--- config.mk ---
export PLATFORM = sky130hd
export DESIGN_NAME = mvno_front
export DESIGN_NICKNAME = d
export VERILOG_FILES = /design/src/mvno_pkg.sv /design/src/mvno_front.sv
export SDC_FILE = /design/constraint.sdc
export NUM_CORES = 1
export LEC_CHECK = 0
export BUFFER_PORTS_ARGS = -buffer_cell sky130_fd_sc_hd__buf_2
export CORE_MARGIN = 4
export CORE_UTILIZATION = 59
export CTS_BUF_LIST = sky130_fd_sc_hd__clkbuf_4 sky130_fd_sc_hd__clkbuf_8
export DETAILED_ROUTE_END_ITERATION = 12
export PLACE_DENSITY = 0.79
export SETUP_SLACK_MARGIN = 0.05
export SLEW_MARGIN = 10
export SYNTH_ARGS = -nofsm -noshare
export SYNTH_HDL_FRONTEND = slang
export SYNTH_SLANG_ARGS = --single-unit
export TNS_END_PERCENT = 20
--- constraint.sdc ---
create_clock -name clk -period 5.5 [get_ports clk]
set_input_delay 1.1 -clock clk [delete_from_list [all_inputs] [get_ports clk]]
set_output_delay 1.1 -clock clk [all_outputs]
set_load 0.02 [all_outputs]
--- src/mvno_pkg.sv ---
// Shared types and constants for the mesh vertex normal offset unit.
// Used by every module of the block; depends on nothing else.
package mvno_pkg;

  localparam int VTX_COUNT = 1024;
  localparam int IDX_W     = $clog2(VTX_COUNT);
  localparam int COORD_W   = 24;
  localparam int SUM_W     = 64;
  localparam int THR_W     = 63;
  localparam int NRM_W     = 51;
  localparam int EDGE_W    = COORD_W + 1;
  localparam int MUL_W     = 34;
  localparam int QDEPTH    = 4;
  localparam int QPTR_W    = $clog2(QDEPTH);

  localparam logic [1:0] ACT_WRITE = 2'd0;
  localparam logic [1:0] ACT_TRI   = 2'd1;
  localparam logic [1:0] ACT_QUERY = 2'd2;

  localparam logic REG_OFFSET = 1'b0;
  localparam logic REG_THRESH = 1'b1;

  typedef struct packed {
    logic [1:0]                action;
    logic [IDX_W-1:0]          vertex_index;
    logic [IDX_W-1:0]          corner_a;
    logic [IDX_W-1:0]          corner_b;
    logic [IDX_W-1:0]          corner_c;
    logic signed [COORD_W-1:0] in_x;
    logic signed [COORD_W-1:0] in_y;
    logic signed [COORD_W-1:0] in_z;
  } in_item_t;

  typedef struct packed {
    logic [IDX_W-1:0]          out_index;
    logic signed [COORD_W-1:0] out_x;
    logic signed [COORD_W-1:0] out_y;
    logic signed [COORD_W-1:0] out_z;
    logic                      degenerate_normal;
    logic                      saturated;
  } out_item_t;

  typedef struct packed {
    logic signed [COORD_W-1:0] offset_distance;
    logic [THR_W-1:0]          normal_threshold;
  } cfg_t;

  typedef struct packed {
    logic     valid;
    in_item_t item;
  } q_head_t;

endpackage

--- src/mvno_front.sv ---
// Front end: accepts transactions, drops unused actions and queues the rest.
// Depends on mvno_pkg.
module mvno_front import mvno_pkg::*; (
  input  logic     clk,
  input  logic     rst_n,
  input  logic     in_valid,
  output logic     in_stall,
  input  in_item_t in_data,
  output q_head_t  q_head,
  input  logic     q_pop
);

  in_item_t          q_mem_r [QDEPTH];
  logic [QPTR_W-1:0] wr_ptr_r, wr_ptr_nxt;
  logic [QPTR_W-1:0] rd_ptr_r, rd_ptr_nxt;
  logic [QPTR_W:0]   count_r, count_nxt;
  logic              accept, push, pop;

  assign in_stall = (count_r == (QPTR_W+1)'(QDEPTH));
  assign accept   = in_valid && !in_stall;
  assign push     = accept && (in_data.action inside {ACT_WRITE, ACT_TRI, ACT_QUERY});
  assign pop      = q_pop && (count_r != '0);

  assign q_head.valid = (count_r != '0);
  assign q_head.item  = q_mem_r[rd_ptr_r];

  always_comb begin
    wr_ptr_nxt = push ? wr_ptr_r + 1'b1 : wr_ptr_r;
    rd_ptr_nxt = pop ? rd_ptr_r + 1'b1 : rd_ptr_r;
    count_nxt  = count_r + (QPTR_W+1)'(push) - (QPTR_W+1)'(pop);
  end

  always_ff @(posedge clk) begin
    if (!rst_n) begin
      wr_ptr_r <= '0;
      rd_ptr_r <= '0;
      count_r  <= '0;
    end else begin
      wr_ptr_r <= wr_ptr_nxt;
      rd_ptr_r <= rd_ptr_nxt;
      count_r  <= count_nxt;
    end
  end

  always_ff @(posedge clk) begin
    if (push) begin
      q_mem_r[wr_ptr_r] <= in_data;
    end
  end

endmodule

==> impl_summary.txt <==
----------------------------------------------------
[Global route]
  Global-route wire length before repair ... 47.8 mm
  GR Layer Usage met2 ... 0.328
  Total overflow reported by the global router ... 0
  Global routing usage on met3 ... 0.0628
  Total track usage ... 0.201
  Global routing usage on met1 ... 0.265
  Busiest layer in global routing ... met2
  Number of global-route vias before repair ... 8540
  Number of antenna violations at the first check in global routing ... 6
  Pin count of the biggest net entering global routing ... 86

[Outcome]
  Outcome ... completed

[Setup path]
  Ordered cell list for the critical path ... buf_12 -> mux4_2 -> buf_2
  Startpoint of the worst register-to-register path ... count_r[1]
  End of the worst register-to-register path ... q_mem_r[3][79]
  Delay of the slowest cell on the worst path ... 890 ps
  Worst path top cell family by delay ... flip-flops
  Kind of critical path ... register to output pin
  Slowest stage cell on the critical path ... dfxtp_4
  WP data arrival ... 2790 ps
  Endpoint required time on the critical path ... 4400 ps
  Reg2Reg Setup Slack ... 2640 ps
  CP endpoint kind ... output pin
  R2R depth ... 4
  Combined buffer and inverter count along the critical path ... 2
  Critical path startpoint category ... register
  Worst-path maximum fanout ... 56

[Routing]
  Routed Wire Length ... 31.0 mm
  Drt via density ... 5.65
  Total vias in the final route ... 7727
  DRT iter0 DRCs ... 541
  Post-detailed-route DRC marker count ... 0
  Detail Route Antenna Nets ... 0
  Final routed wire length divided by cell count ... 22.7 um
  1st-pass router iterations ... 4

[Final layout]
  Ratio of cells with drive above 1 in the final layout ... 0.477
  Non-filler instance count after layout ... 1368
  Fill count ... 1724
  Layout Area Growth over Synthesis ... 17.3%
  Final-stage net count ... 1062
  Post-route core utilization ... 0.708

[Floorplanning]
  I/O pin cnt ... 234
  Initial cell density of the core ... 0.603
  Placement Rows ... 61
  DIE WIDTH ... 177 um
  Total die area ... 0.0315 mm^2
  Vertical die dimension ... 177 um
  Total core area ... 0.0281 mm^2

[Clock network]
  Insertion delay of the later-clocked pin in the worst-skew pair ... 570 ps
  Resize count post-CTS ... 0
  Clk buf depth ... 3
  Worst-path clk slew ... 60 ps
  Number of setup buffers added after CTS ... 0
  Clock buffers created by TritonCTS ... 72
  Root buffer selected by CTS ... clkbuf_8
  Clock tree from TritonCTS ... built
  Hold-fix buffer count after cts ... 0
  H-tree Lvls ... 3
  Clk sinks ... 465

[Placement]
  Final HPWL from detailed placement ... 18.7 mm
  Count of placed standard cells including taps ... 1241
  Placer Congestion ... 0.700
  Count of input and output buffers ... 233

[Logic synthesis]
  Sequential-to-total area share from yosys stat ... 0.819
  Cell with the most instances after synthesis ... edfxtp_1
  Most instantiated flip-flop cell in the synthesis netlist ... edfxtp_1
  Gate count of the mapped netlist ... 644
  Share of synthesized flip-flops with an asynchronous set or reset ... 0
  Flip-flop and latch count after synthesis ... 465
  Average instance area after synthesis ... 26.3 um^2
  Synth top cells by count ... 456 x edfxtp_1, 114 x mux4_2, 13 x buf_2, 9 x dfxtp_1
  EDFF count, synth ... 456
  Main area contributors after synthesis ... edfxtp_1 81%, mux4_2 15%, dfxtp_1 1.1%, buf_8 0.62%, ha_1 0.44%
  Area leader, netlist ... edfxtp_1
  Cell variety after synth ... 20
  Area share of the leading cell type in the synthesized netlist ... 0.808
  Syn Std Cell Area ... 0.0169 mm^2
  Number of nets produced by synthesis ... 769
  Synthesis warning total ... 0

[Timing]
  Final-layout setup total negative slack ... 0 ps
  Final setup violation count ... 0
  Setup repair after global routing missed its margin ... false
  Worst slew margin relative to its limit ... 0.387
  Largest clock skew in the final design ... 16.4 ps
  Crit share post-route ... 0.707
  Post-layout minimum cycle time ... 3890 ps
  Worst slew pin tran ... 919 ps
  Number of max-slew violations in the final report ... 0
  Final Hold Fails ... 0
  Timing-limited maximum frequency ... 257 MHz

[Worst hold path]
  Startpoint of the most critical hold path ... wr_ptr_r[1]
  Terminating pin of the worst hold path ... wr_ptr_r[1]
  Tightest Hold Check Type ... register to register
  Worst hold path depth ... 2

[Pwr]
  Power Total ... 8.97 mW
  Worst VDD drop ... 0.348 mV
  Sequential group share of total power ... 0.482
  Int Power ... 6.48 mW
  Power share of the combinational group ... 0.221
  Relative contribution of the clock network to total power ... 0.297
  Lkg Pwr ... 6.66 nW
  Switching Fraction ... 0.278
  Switching power of the nets ... 2.49 mW
  Pwr per Cell Area ... 452 mW/mm^2

[Flow run]
  Max capacitance violation total ... 0

----------------------------------------------------
==> through the flow <==
stage / hold slack (ps) / cell area (um^2) / worst slack [ps]
after floorplan: 468 / 16900 / 833
after global placement: 487 / 18500 / 2030
after detailed placement: 510 / 18500 / 1980
after CTS: 520 / 19900 / 1480
after global routing: 550 / 19900 / 1330
final: 517 / 19900 / 1610
==> routing by layer <==
layer  share of wire  up-vias
li1                -     3367
met1            0.39     4015
met2            0.51      273
met3           0.081       64
met4           0.022        8
met5          0.0016        -
==> power by group through the flow <==
| stage | Combinational, mW | Clock (mW) | Sequential [mW] |
|---|---|---|---|
| 6_report | 1.98 | 2.67 | 4.33 |
| 4_1_cts | 2.02 | 2.73 | 4.34 |
| 2_1_floorplan | 1.51 | 0 | 4.32 |
| 3_5_place_dp | 2.01 | 0 | 4.41 |
| 3_3_place_gp | 2.00 | 0 | 4.40 |
| 5_1_grt | 2.11 | 2.92 | 4.36 |
==> worst max path at each step <==
stage | slack, ps | to | cells after the start
floorplan | 830 | q_mem_r[0][0] | 2
global placement | 2030 | q_mem_r[3][85] | 4
detailed placement | 1980 | q_mem_r[3][85] | 4
CTS | 1480 | q_head[7] | 3
global route | 1330 | q_head[103] | 3
finish | 1610 | q_head[0] | 3
==> registers in the layout, summed over array words and instances (netlist names), named ones only <==
signal / count
rd_ptr_r: 2
wr_ptr_r: 2
count_r: 3
q_mem_r: 456
==> logic make-up (layout without fill, tap and decap cells) <==
group,after synthesis,in the layout,synth area share
and+or+nand+nor,16,16,0.00539
other,0,2,0
xor gates and xnor gates,4,4,0.00207
AOI/OAI and AO/OA,3,3,0.00177
buffers and inverters,33,377,0.0134
adders and majority gates,7,7,0.00561
DFF,465,465,0.819
muxes,116,116,0.153
==> area by class of cell <==
type,count,area (um^2),area share
timing repair buffer,246,1300,0.0655
antenna,2,5.00,0.000252
sequential,465,13900,0.698
tap,378,473,0.0238
clock inverter,35,211,0.0106
inverter,6,22.5,0.00113
clock buffer,90,1130,0.0570
multi-input combinational,146,2850,0.143
==> worst reg2reg max path, stage by stage, from the launching register on <==
cell	delay (ps)
dfxtp_1	470
nor3b_1	160
a211oi_2	550
and2_4	860
buf_4	470
==> cell usage in the layout, fill, tap and decap left out, types with 3 or more instances in the layout <==
cell type and count:
clkinv_2 7, dfxtp_1 7, nor2b_1 3, clkbuf_8 73
clkinvlp_4 5, and2_4 4, xnor2_1 4, buf_2 233
clkbuf_4 17, buf_12 3, nand2_1 4, and2_1 3
ha_1 6, edfxtp_1 456, mux4_2 114, inv_1 6
clkinv_1 21, buf_4 10
(Power assumes the default switching activity.)
